File: config.mk
export PLATFORM = sky130hd
export DESIGN_NAME = sha0_hash_engine
export DESIGN_NICKNAME = d
export VERILOG_FILES = /design/src/rtl/core/sha0_pkg.sv /design/src/rtl/core/sha0_hash_engine.sv /design/src/rtl/core/sha0_fifo.sv /design/src/rtl/core/sha0_front.sv /design/src/rtl/core/sha0_back.sv
export SDC_FILE = /design/constraint.sdc
export NUM_CORES = 2
export LEC_CHECK = 0
export ABC_CLOCK_PERIOD_IN_PS = 15800
export BUFFER_PORTS_ARGS = -buffer_cell sky130_fd_sc_hd__buf_2
export CAP_MARGIN = 5
export CORE_ASPECT_RATIO = 1.2
export CORE_UTILIZATION = 55
export DETAILED_ROUTE_END_ITERATION = 10
export PLACE_DENSITY = 0.7
export SETUP_SLACK_MARGIN = 0.2
export SLEW_MARGIN = 10
export SYNTH_ARGS = -nofsm -noshare
export SYNTH_HDL_FRONTEND = slang
export SYNTH_SLANG_ARGS = --single-unit
File: constraint.sdc
create_clock -name clk -period 15.8 [get_ports clk]
set_input_delay 1.58 -clock clk [delete_from_list [all_inputs] [get_ports clk]]
set_output_delay 1.58 -clock clk [all_outputs]
set_load 0.005 [all_outputs]
File: src/rtl/core/sha0_pkg.sv
// ----------------------------------------------------------------------------
// sha0_pkg
// Types, constants and round functions shared by the SHA-0 engine files.
// ----------------------------------------------------------------------------
package sha0_pkg;

  localparam int unsigned COUNT_W   = 61;
  localparam int unsigned ROUNDS    = 80;
  localparam int unsigned RND_W     = 7;
  localparam int unsigned CHAIN_N   = 5;
  localparam int unsigned IDX_W     = 3;

  localparam logic [7:0]  MARK_BYTE   = 8'h80;
  localparam logic [5:0]  POS_LEN     = 6'd56;
  localparam logic [5:0]  POS_LAST    = 6'd63;
  localparam logic [IDX_W-1:0] LAST_IDX = 3'd4;

  localparam logic [31:0] K0 = 32'h5A827999;
  localparam logic [31:0] K1 = 32'h6ED9EBA1;
  localparam logic [31:0] K2 = 32'h8F1BBCDC;
  localparam logic [31:0] K3 = 32'hCA62C1D6;

  typedef logic [CHAIN_N-1:0][31:0] chain_t;

  // Element 0 holds h0.
  localparam chain_t H_INIT = {32'hC3D2E1F0, 32'h10325476, 32'h98BADCFE,
                               32'hEFCDAB89, 32'h67452301};

  typedef struct packed {
    logic       is_end;
    logic [7:0] data;
  } cmd_t;

  typedef struct packed {
    logic [31:0]      digest_word;
    logic [IDX_W-1:0] word_index;
    logic             last_word;
  } res_t;

  typedef enum logic [2:0] {
    ST_IDLE,
    ST_PAD,
    ST_ROUND,
    ST_FOLD,
    ST_EMIT
  } state_t;

  typedef enum logic [1:0] {
    PAD_MARK,
    PAD_ZERO,
    PAD_LEN,
    PAD_DONE
  } pad_t;

  function automatic logic [31:0] round_k(input logic [RND_W-1:0] t);
    logic [31:0] k;
    if (t inside {[7'd0:7'd19]}) begin
      k = K0;
    end else if (t inside {[7'd20:7'd39]}) begin
      k = K1;
    end else if (t inside {[7'd40:7'd59]}) begin
      k = K2;
    end else begin
      k = K3;
    end
    return k;
  endfunction

  function automatic logic [31:0] round_f(input logic [RND_W-1:0] t,
                                          input logic [31:0] b,
                                          input logic [31:0] c,
                                          input logic [31:0] d);
    logic [31:0] f;
    if (t inside {[7'd0:7'd19]}) begin
      f = (b & c) ^ (~b & d);
    end else if (t inside {[7'd40:7'd59]}) begin
      f = (b & c) ^ (b & d) ^ (c & d);
    end else begin
      f = b ^ c ^ d;
    end
    return f;
  endfunction

endpackage

File: src/rtl/core/sha0_hash_engine.sv
// ----------------------------------------------------------------------------
// sha0_hash_engine
// SHA-0 digest of a byte stream, five digest words per end-of-message word.
// ----------------------------------------------------------------------------
//
//  channel  direction  handshake          payload
//  in       in         push / full        in_kind, in_data_byte
//  out      out        empty / pop        out_digest_word, out_word_index,
//                                          out_last_word
//
// Each data byte is absorbed into the message window; each 64th byte starts a
// compression (80 rounds of the single round unit plus the chaining add),
// during which no new byte is taken.
// An end word is accepted, padded, and finished with one or two compressions
// and the emit of five digest words. Reset is synchronous and loads the initial
// chaining values; the message window needs no clearing. full rises when the
// command queue holds IN_DEPTH words, and the core stalls its emit while the
// result queue is full.
module sha0_hash_engine #(
  parameter int unsigned IN_DEPTH  = 4,
  parameter int unsigned OUT_DEPTH = 8
) (
  input  logic        clk,
  input  logic        rst_n,
  input  logic        push,
  output logic        full,
  input  logic        in_kind,
  input  logic [7:0]  in_data_byte,
  output logic        empty,
  input  logic        pop,
  output logic [31:0] out_digest_word,
  output logic [2:0]  out_word_index,
  output logic        out_last_word
);

  sha0_pkg::cmd_t cmd;
  logic           cmd_valid, cmd_ready;
  sha0_pkg::res_t res, res_q;
  logic           res_push, res_full;

  sha0_front #(
    .DEPTH(IN_DEPTH)
  ) u_front (
    .clk      (clk),
    .rst_n    (rst_n),
    .push     (push),
    .kind     (in_kind),
    .data_byte(in_data_byte),
    .full     (full),
    .cmd_valid(cmd_valid),
    .cmd      (cmd),
    .cmd_ready(cmd_ready)
  );

  sha0_back u_back (
    .clk      (clk),
    .rst_n    (rst_n),
    .cmd_valid(cmd_valid),
    .cmd      (cmd),
    .cmd_ready(cmd_ready),
    .res_push (res_push),
    .res      (res),
    .res_full (res_full)
  );

  sha0_fifo #(
    .WIDTH($bits(sha0_pkg::res_t)),
    .DEPTH(OUT_DEPTH)
  ) u_out_queue (
    .clk  (clk),
    .rst_n(rst_n),
    .push (res_push),
    .din  (res),
    .full (res_full),
    .pop  (pop),
    .dout (res_q),
    .empty(empty)
  );

  assign out_digest_word = res_q.digest_word;
  assign out_word_index  = res_q.word_index;
  assign out_last_word   = res_q.last_word;

endmodule

File: src/rtl/core/sha0_fifo.sv
// ----------------------------------------------------------------------------
// sha0_fifo
// Small first-word-fall-through queue built from registers.
// ----------------------------------------------------------------------------
module sha0_fifo #(
  parameter int unsigned WIDTH = 9,
  parameter int unsigned DEPTH = 4
) (
  input  logic             clk,
  input  logic             rst_n,
  input  logic             push,
  input  logic [WIDTH-1:0] din,
  output logic             full,
  input  logic             pop,
  output logic [WIDTH-1:0] dout,
  output logic             empty
);

  localparam int unsigned PTR_W = (DEPTH > 1) ? $clog2(DEPTH) : 1;
  localparam int unsigned CNT_W = $clog2(DEPTH + 1);

  logic [WIDTH-1:0] store_r [DEPTH];
  logic [PTR_W-1:0] wr_ptr_r, wr_ptr_nxt;
  logic [PTR_W-1:0] rd_ptr_r, rd_ptr_nxt;
  logic [CNT_W-1:0] cnt_r, cnt_nxt;
  logic             do_push, do_pop;

  assign full    = (cnt_r == CNT_W'(DEPTH));
  assign empty   = (cnt_r == '0);
  assign do_push = push && !full;
  assign do_pop  = pop && !empty;
  assign dout    = store_r[rd_ptr_r];

  always_comb begin
    wr_ptr_nxt = wr_ptr_r;
    rd_ptr_nxt = rd_ptr_r;
    cnt_nxt    = cnt_r;
    if (do_push) begin
      wr_ptr_nxt = (wr_ptr_r == PTR_W'(DEPTH - 1)) ? '0 : wr_ptr_r + 1'b1;
    end
    if (do_pop) begin
      rd_ptr_nxt = (rd_ptr_r == PTR_W'(DEPTH - 1)) ? '0 : rd_ptr_r + 1'b1;
    end
    if (do_push && !do_pop) begin
      cnt_nxt = cnt_r + 1'b1;
    end else if (do_pop && !do_push) begin
      cnt_nxt = cnt_r - 1'b1;
    end
  end

  always_ff @(posedge clk) begin
    if (!rst_n) begin
      wr_ptr_r <= '0;
      rd_ptr_r <= '0;
      cnt_r    <= '0;
    end else begin
      wr_ptr_r <= wr_ptr_nxt;
      rd_ptr_r <= rd_ptr_nxt;
      cnt_r    <= cnt_nxt;
    end
  end

  always_ff @(posedge clk) begin
    if (do_push) begin
      store_r[wr_ptr_r] <= din;
    end
  end

endmodule

File: src/rtl/core/sha0_front.sv
// ----------------------------------------------------------------------------
// sha0_front
// Input side: classifies each incoming word as data or end of message and
// queues the resulting command for the hash core.
// ----------------------------------------------------------------------------
module sha0_front #(
  parameter int unsigned DEPTH = 4
) (
  input  logic              clk,
  input  logic              rst_n,
  input  logic              push,
  input  logic              kind,
  input  logic [7:0]        data_byte,
  output logic              full,
  output logic              cmd_valid,
  output sha0_pkg::cmd_t    cmd,
  input  logic              cmd_ready
);

  sha0_pkg::cmd_t cmd_in;
  logic           q_empty;

  // The byte of an end word carries no meaning, so it is cleared here.
  always_comb begin
    cmd_in.is_end = kind;
    cmd_in.data   = kind ? 8'h00 : data_byte;
  end

  sha0_fifo #(
    .WIDTH($bits(sha0_pkg::cmd_t)),
    .DEPTH(DEPTH)
  ) u_queue (
    .clk  (clk),
    .rst_n(rst_n),
    .push (push),
    .din  (cmd_in),
    .full (full),
    .pop  (cmd_ready),
    .dout (cmd),
    .empty(q_empty)
  );

  assign cmd_valid = !q_empty;

endmodule

File: src/rtl/core/sha0_back.sv
// ----------------------------------------------------------------------------
// sha0_back
// Hash core: packs bytes into the message window, runs one SHA-0 round per
// cycle, applies padding on an end command and emits the digest words.
// ----------------------------------------------------------------------------
module sha0_back (
  input  logic           clk,
  input  logic           rst_n,
  input  logic           cmd_valid,
  input  sha0_pkg::cmd_t cmd,
  output logic           cmd_ready,
  output logic           res_push,
  output sha0_pkg::res_t res,
  input  logic           res_full
);

  sha0_pkg::state_t                   state_r, state_nxt;
  sha0_pkg::pad_t                     pad_r, pad_nxt;
  logic                               pad_act_r, pad_act_nxt;
  logic [2:0]                         len_cnt_r, len_cnt_nxt;
  logic [63:0]                        len_r, len_nxt;
  logic [sha0_pkg::COUNT_W-1:0]       count_r, count_nxt;
  logic [23:0]                        acc_r, acc_nxt;
  logic [15:0][31:0]                  w_r, w_nxt;
  sha0_pkg::chain_t                   chain_r, chain_nxt;
  logic [31:0]                        a_r, b_r, c_r, d_r, e_r;
  logic [31:0]                        a_nxt, b_nxt, c_nxt, d_nxt, e_nxt;
  logic [sha0_pkg::RND_W-1:0]         rnd_r, rnd_nxt;
  logic [sha0_pkg::IDX_W-1:0]         emit_r, emit_nxt;

  logic                               absorb_en;
  logic [7:0]                         absorb_byte;
  logic [5:0]                         pos;
  logic [31:0]                        wt;

  assign pos = count_r[5:0];

  always_comb begin
    state_nxt   = state_r;
    pad_nxt     = pad_r;
    pad_act_nxt = pad_act_r;
    len_cnt_nxt = len_cnt_r;
    len_nxt     = len_r;
    count_nxt   = count_r;
    acc_nxt     = acc_r;
    w_nxt       = w_r;
    chain_nxt   = chain_r;
    a_nxt       = a_r;
    b_nxt       = b_r;
    c_nxt       = c_r;
    d_nxt       = d_r;
    e_nxt       = e_r;
    rnd_nxt     = rnd_r;
    emit_nxt    = emit_r;
    absorb_en   = 1'b0;
    absorb_byte = 8'h00;
    cmd_ready   = 1'b0;
    res_push    = 1'b0;
    res.digest_word = chain_r[emit_r];
    res.word_index  = emit_r;
    res.last_word   = (emit_r == sha0_pkg::LAST_IDX);
    wt = (rnd_r < 7'd16) ? w_r[0] : (w_r[13] ^ w_r[8] ^ w_r[2] ^ w_r[0]);

    case (state_r)
      sha0_pkg::ST_IDLE: begin
        cmd_ready = 1'b1;
        if (cmd_valid) begin
          if (cmd.is_end) begin
            len_nxt     = {count_r, 3'b000};
            pad_act_nxt = 1'b1;
            pad_nxt     = sha0_pkg::PAD_MARK;
            len_cnt_nxt = '0;
            state_nxt   = sha0_pkg::ST_PAD;
          end else begin
            absorb_en   = 1'b1;
            absorb_byte = cmd.data;
          end
        end
      end

      sha0_pkg::ST_PAD: begin
        case (pad_r)
          sha0_pkg::PAD_MARK: begin
            absorb_en   = 1'b1;
            absorb_byte = sha0_pkg::MARK_BYTE;
            pad_nxt     = sha0_pkg::PAD_ZERO;
          end
          sha0_pkg::PAD_ZERO: begin
            if (pos == sha0_pkg::POS_LEN) begin
              pad_nxt = sha0_pkg::PAD_LEN;
            end else begin
              absorb_en = 1'b1;
            end
          end
          sha0_pkg::PAD_LEN: begin
            absorb_en   = 1'b1;
            absorb_byte = len_r[63:56];
            len_nxt     = {len_r[55:0], 8'h00};
            len_cnt_nxt = len_cnt_r + 1'b1;
            if (len_cnt_r == 3'd7) begin
              pad_nxt = sha0_pkg::PAD_DONE;
            end
          end
          default: begin
            state_nxt = sha0_pkg::ST_EMIT;
          end
        endcase
      end

      sha0_pkg::ST_ROUND: begin
        w_nxt = {wt, w_r[15:1]};
        a_nxt = {a_r[26:0], a_r[31:27]} + sha0_pkg::round_f(rnd_r, b_r, c_r, d_r)
                + e_r + sha0_pkg::round_k(rnd_r) + wt;
        b_nxt = a_r;
        c_nxt = {b_r[1:0], b_r[31:2]};
        d_nxt = c_r;
        e_nxt = d_r;
        rnd_nxt = rnd_r + 1'b1;
        if (rnd_r == sha0_pkg::RND_W'(sha0_pkg::ROUNDS - 1)) begin
          state_nxt = sha0_pkg::ST_FOLD;
        end
      end

      sha0_pkg::ST_FOLD: begin
        chain_nxt[0] = chain_r[0] + a_r;
        chain_nxt[1] = chain_r[1] + b_r;
        chain_nxt[2] = chain_r[2] + c_r;
        chain_nxt[3] = chain_r[3] + d_r;
        chain_nxt[4] = chain_r[4] + e_r;
        if (!pad_act_r) begin
          state_nxt = sha0_pkg::ST_IDLE;
        end else if (pad_r == sha0_pkg::PAD_DONE) begin
          state_nxt = sha0_pkg::ST_EMIT;
        end else begin
          state_nxt = sha0_pkg::ST_PAD;
        end
      end

      sha0_pkg::ST_EMIT: begin
        if (!res_full) begin
          res_push = 1'b1;
          emit_nxt = emit_r + 1'b1;
          if (emit_r == sha0_pkg::LAST_IDX) begin
            chain_nxt   = sha0_pkg::H_INIT;
            count_nxt   = '0;
            pad_act_nxt = 1'b0;
            emit_nxt    = '0;
            state_nxt   = sha0_pkg::ST_IDLE;
          end
        end
      end

      default: begin
        state_nxt = sha0_pkg::ST_IDLE;
      end
    endcase

    // Bytes gather in a three-byte accumulator; a completed word shifts into
    // the top of the message window, so word 0 ends up at the bottom.
    if (absorb_en) begin
      acc_nxt   = {acc_r[15:0], absorb_byte};
      count_nxt = count_r + 1'b1;
      if (pos[1:0] == 2'b11) begin
        w_nxt = {{acc_r, absorb_byte}, w_r[15:1]};
      end
      if (pos == sha0_pkg::POS_LAST) begin
        state_nxt = sha0_pkg::ST_ROUND;
        rnd_nxt   = '0;
        a_nxt     = chain_r[0];
        b_nxt     = chain_r[1];
        c_nxt     = chain_r[2];
        d_nxt     = chain_r[3];
        e_nxt     = chain_r[4];
      end
    end
  end

  always_ff @(posedge clk) begin
    if (!rst_n) begin
      state_r   <= sha0_pkg::ST_IDLE;
      pad_r     <= sha0_pkg::PAD_MARK;
      pad_act_r <= 1'b0;
      len_cnt_r <= '0;
      count_r   <= '0;
      chain_r   <= sha0_pkg::H_INIT;
      rnd_r     <= '0;
      emit_r    <= '0;
    end else begin
      state_r   <= state_nxt;
      pad_r     <= pad_nxt;
      pad_act_r <= pad_act_nxt;
      len_cnt_r <= len_cnt_nxt;
      count_r   <= count_nxt;
      chain_r   <= chain_nxt;
      rnd_r     <= rnd_nxt;
      emit_r    <= emit_nxt;
    end
  end

  always_ff @(posedge clk) begin
    len_r <= len_nxt;
    acc_r <= acc_nxt;
    w_r   <= w_nxt;
    a_r   <= a_nxt;
    b_r   <= b_nxt;
    c_r   <= c_nxt;
    d_r   <= d_nxt;
    e_r   <= e_nxt;
  end

  a_round_range: assert property (@(posedge clk) disable iff (!rst_n)
    (state_r == sha0_pkg::ST_ROUND) |-> (rnd_r < 7'd80))
    else $error("round counter beyond the last round");

  a_block_starts_rounds: assert property (@(posedge clk) disable iff (!rst_n)
    (absorb_en && (pos == sha0_pkg::POS_LAST)) |=> (state_r == sha0_pkg::ST_ROUND))
    else $error("full block did not start compression");

  a_no_push_when_full: assert property (@(posedge clk) disable iff (!rst_n)
    res_push |-> !res_full)
    else $error("digest word pushed into a full queue");

  a_digest_restart: assert property (@(posedge clk) disable iff (!rst_n)
    (res_push && res.last_word) |=> ((count_r == '0) && (chain_r == sha0_pkg::H_INIT)))
    else $error("engine not restarted after the last digest word");

endmodule
==> results.toml <==
[clock_network]
cts.sinks = 1343
cts_setup_buffers = 0
numCtsBuffers = 134
cts.repair.resized = 0
cts_root_buf = "clkbuf_16"
cts_hold_buf = 0
cts_tree = "done"
clk_path_buf_depth = 3
clock_latency_ns = 0.79
htreeDepth = 4
clk_pin_slew_ns = 0.07

[floorplan]
num_rows = 136
core_um2 = 114500
start_util_pct = 55.42
die_area_um2 = 116800
fp.dieH_um = 374.1
die_width_um = 312.1
ios = 51

[worst_setup_path]
cp_max_fo = 22
required_ns = 16.51
start_kind = "flop"
crit_type = "reg2reg"
cp-end-kind = "flop"
r2r_setup_slack_ns = 8.41
arrival_ns = 8.10

[route]
routed_wl_mm = 160.4
drtIter0Drc = 3597
wl_per_cell_um = 21.71
dr_total_vias = 44120
ant_nets = 0
route.detailed.drc = 0
dr.pass1.iters = 8
viasPerCell = 5.971

[logic_synthesis]
avgSynthCellArea_um2 = 10.95
syn_inst = 5797
synth_area_leaders = "dfxtp_1 29%, edfxtp_1 19%, mux2_2 10%"
ys.flop_type = "dfxtp_1"
yosysTopAreaCell = "dfxtp_1"
syn_nets = 6154
synth_cell_types = 82
synth_top_area_share_pct = 29.46
synth_edf_count = 409
ys_seq_area_share_pct = 48.81
yosys_warnings = 0
synth_seq_cells = 1343
synthArstFlopShare_pct = 0
syn-cell-area_um2 = 63470

[placement]
portBuffers = 50
gp_congestion = 0.9908
dpl.hpwl_mm = 109.4

[layout]
antenna_cells = 0
area_growth_pct = 9.346
nNetsFinal = 6119
drive_gt1_share_pct = 18.17

[global_routing]
grt_pass1_vias = 42850
grt.total_usage_pct = 27.30
grt_max_degree = 203
grt_pass1_wl_mm = 247.1
grt.overflow.total = 0
antenna_found_initial = 5

[timing]
period_needed_ns = 7.392
finClkSkew_ns = 0.03046
worst_slew_pin_slew_ns = 1.294
finalSetupViolations = 0
fin_crit_sh_pct = 46.79
slew_headroom_pct = 12.85
fin_setup_tns_ns = 0
finalHoldViolCount = 0
rsz0062_at_grt = "no"
fmax_ghz = 0.1353
drv_slew = 0

[job]
drv_cap = 0

[min_path]
hold_class = "reg2reg"

[outcome]
status = "finished clean"

[power_and_ir_drop]
power_density_nw_per_um2 = 114.5
finalPower_w = 0.007946
ir_drop_uv = 122.7
leakage_nw = 28.05
cell type report:
type | count | area, um2
clock buffers | 196 | 3885
clock inverters | 49 | 405.4
fillers | 9361 | 45120
inverters | 274 | 1031
multi-input cells | 3898 | 30470
flip-flops and latches | 1343 | 30990
well taps | 1518 | 1899
repair buffers | 111 | 720.7
per-layer routing:
metal	part of all wire (%)	routed length (um)	track usage, %	vias up
li1	-	-	-	20690
met1	40	64640	33.75	21570
met2	49	77900	46.29	1482
met3	6.1	9794	4.191	377
met4	5.0	8030	13.65	4
met5	0.013	21	0	-
report_power, final:
| group | leakage, nW | switching [W] | internal [W] |
|---|---|---|---|
| clock | 2.11 | 0.00135 | 0.00177 |
| combinational | 14.3 | 0.000500 | 0.000384 |
| sequential | 11.6 | 0.000167 | 0.00378 |
Yosys cell counts, drive strengths merged, types with 36 or more instances:
cell type,n
xnor2,143
a31oi,166
nor3,65
nand3,112
nand2,585
nor2b,36
fa,118
xor2,122
a21o,86
edfxtp,409
or3,46
ha,226
mux2,572
nor2,451
o21ai,242
a21oi,265
mux4,113
clkbuf,228
buf,54
o21a,51
dfxtp,934
mux2i,58
inv,274
final timing paths:
| kind | endpoint | cells after the start | startpoint |
|---|---|---|---|
| worst max-delay path | u_back.a_r[28] | 26 | u_back.rnd_r[0] |
| worst min-delay path | u_back.acc_r[15] | 0 | u_back.acc_r[7] |
| worst max register to register | u_back.a_r[28] | 26 | u_back.rnd_r[0] |
| worst min register to register | u_back.acc_r[15] | 0 | u_back.acc_r[7] |
critical path, stage by stage, from the launching register on:
cell and delay, ns:
dfxtp_1 0.44, ha_1 0.25, and3b_1 0.19, o21a_1 0.23, nor2_2 0.10, buf_4 0.31, nor2_1 0.11, inv_1 0.69
nor2_1 0.36, xor2_1 0.26, ha_1 0.22, o21bai_1 0.17, fa_1 0.52, inv_1 0.05, fa_1 0.47, inv_1 0.04
ha_1 0.32, and2_1 0.18, nand2_1 0.07, a211oi_1 0.18, a21oi_1 0.20, o211a_1 0.28, or3_1 0.38, a41oi_1 0.38
a21oi_1 0.16, or4b_2 0.65, nand3_1 0.10
registers in the layout, summed over array words and instances (netlist names), 24 cells and up, named ones only:
name and count:
u_back.count_r 61, u_back.w_r 512, u_out_queue.store_r 288, u_back.chain_r 160, u_back.a_r 32, u_back.b_r 32, u_back.d_r 32, u_back.c_r 32
u_back.len_r 61, u_back.e_r 32, u_back.acc_r 24, u_front.u_queue.store_r 36
per-stage QoR:
stage	instances	cell area (um2)	setup slack, ns	util [%]	hold slack (ns)
2_1_floorplan	5797	63470	9.433	-	0.4178
3_3_place_gp	7144	65100	8.641	56.85	0.4257
3_5_place_dp	7144	65100	8.533	56.85	0.4335
4_1_cts	7389	69390	8.481	60.59	0.4481
5_1_grt	7389	69400	7.965	60.60	0.4604
6_report	7389	69400	8.408	60.60	0.4481
cell usage in the layout, fill, tap and decap left out, types with 12 or more instances in the layout:
cell type,instances
mux2i_1,58
o221ai_1,15
o21bai_1,23
nand2_1,581
nor2_1,443
xnor2_1,143
a211oi_1,26
a21oi_1,265
o31ai_1,22
a21o_1,86
nor3_1,61
nand2b_1,28
nand3_1,112
clkbuf_8,19
nor2b_1,36
edfxtp_1,409
a221oi_1,12
buf_2,50
o21ai_0,241
clkinv_2,21
a31oi_1,166
nand4_1,29
o22ai_1,24
mux2_2,572
fa_1,118
dfxtp_1,929
or2_2,13
clkbuf_16,139
and2_1,15
inv_1,271
ha_1,226
o21a_1,51
or3_1,45
clkbuf_1,36
buf_4,60
o211ai_1,33
xor2_1,122
and3_1,28
mux4_2,113
kinds of logic after synthesis:
| family | synth area share [%] |
|---|---|
| AOI/OAI and AO/OA | 10.72 |
| xor gates and xnor gates | 3.657 |
| adders and majority gates | 8.177 |
| buffers and inverters | 3.379 |
| DFF | 48.81 |
| muxes | 15.07 |
| and+or+nand+nor | 10.18 |
(Power assumes the default switching activity.)
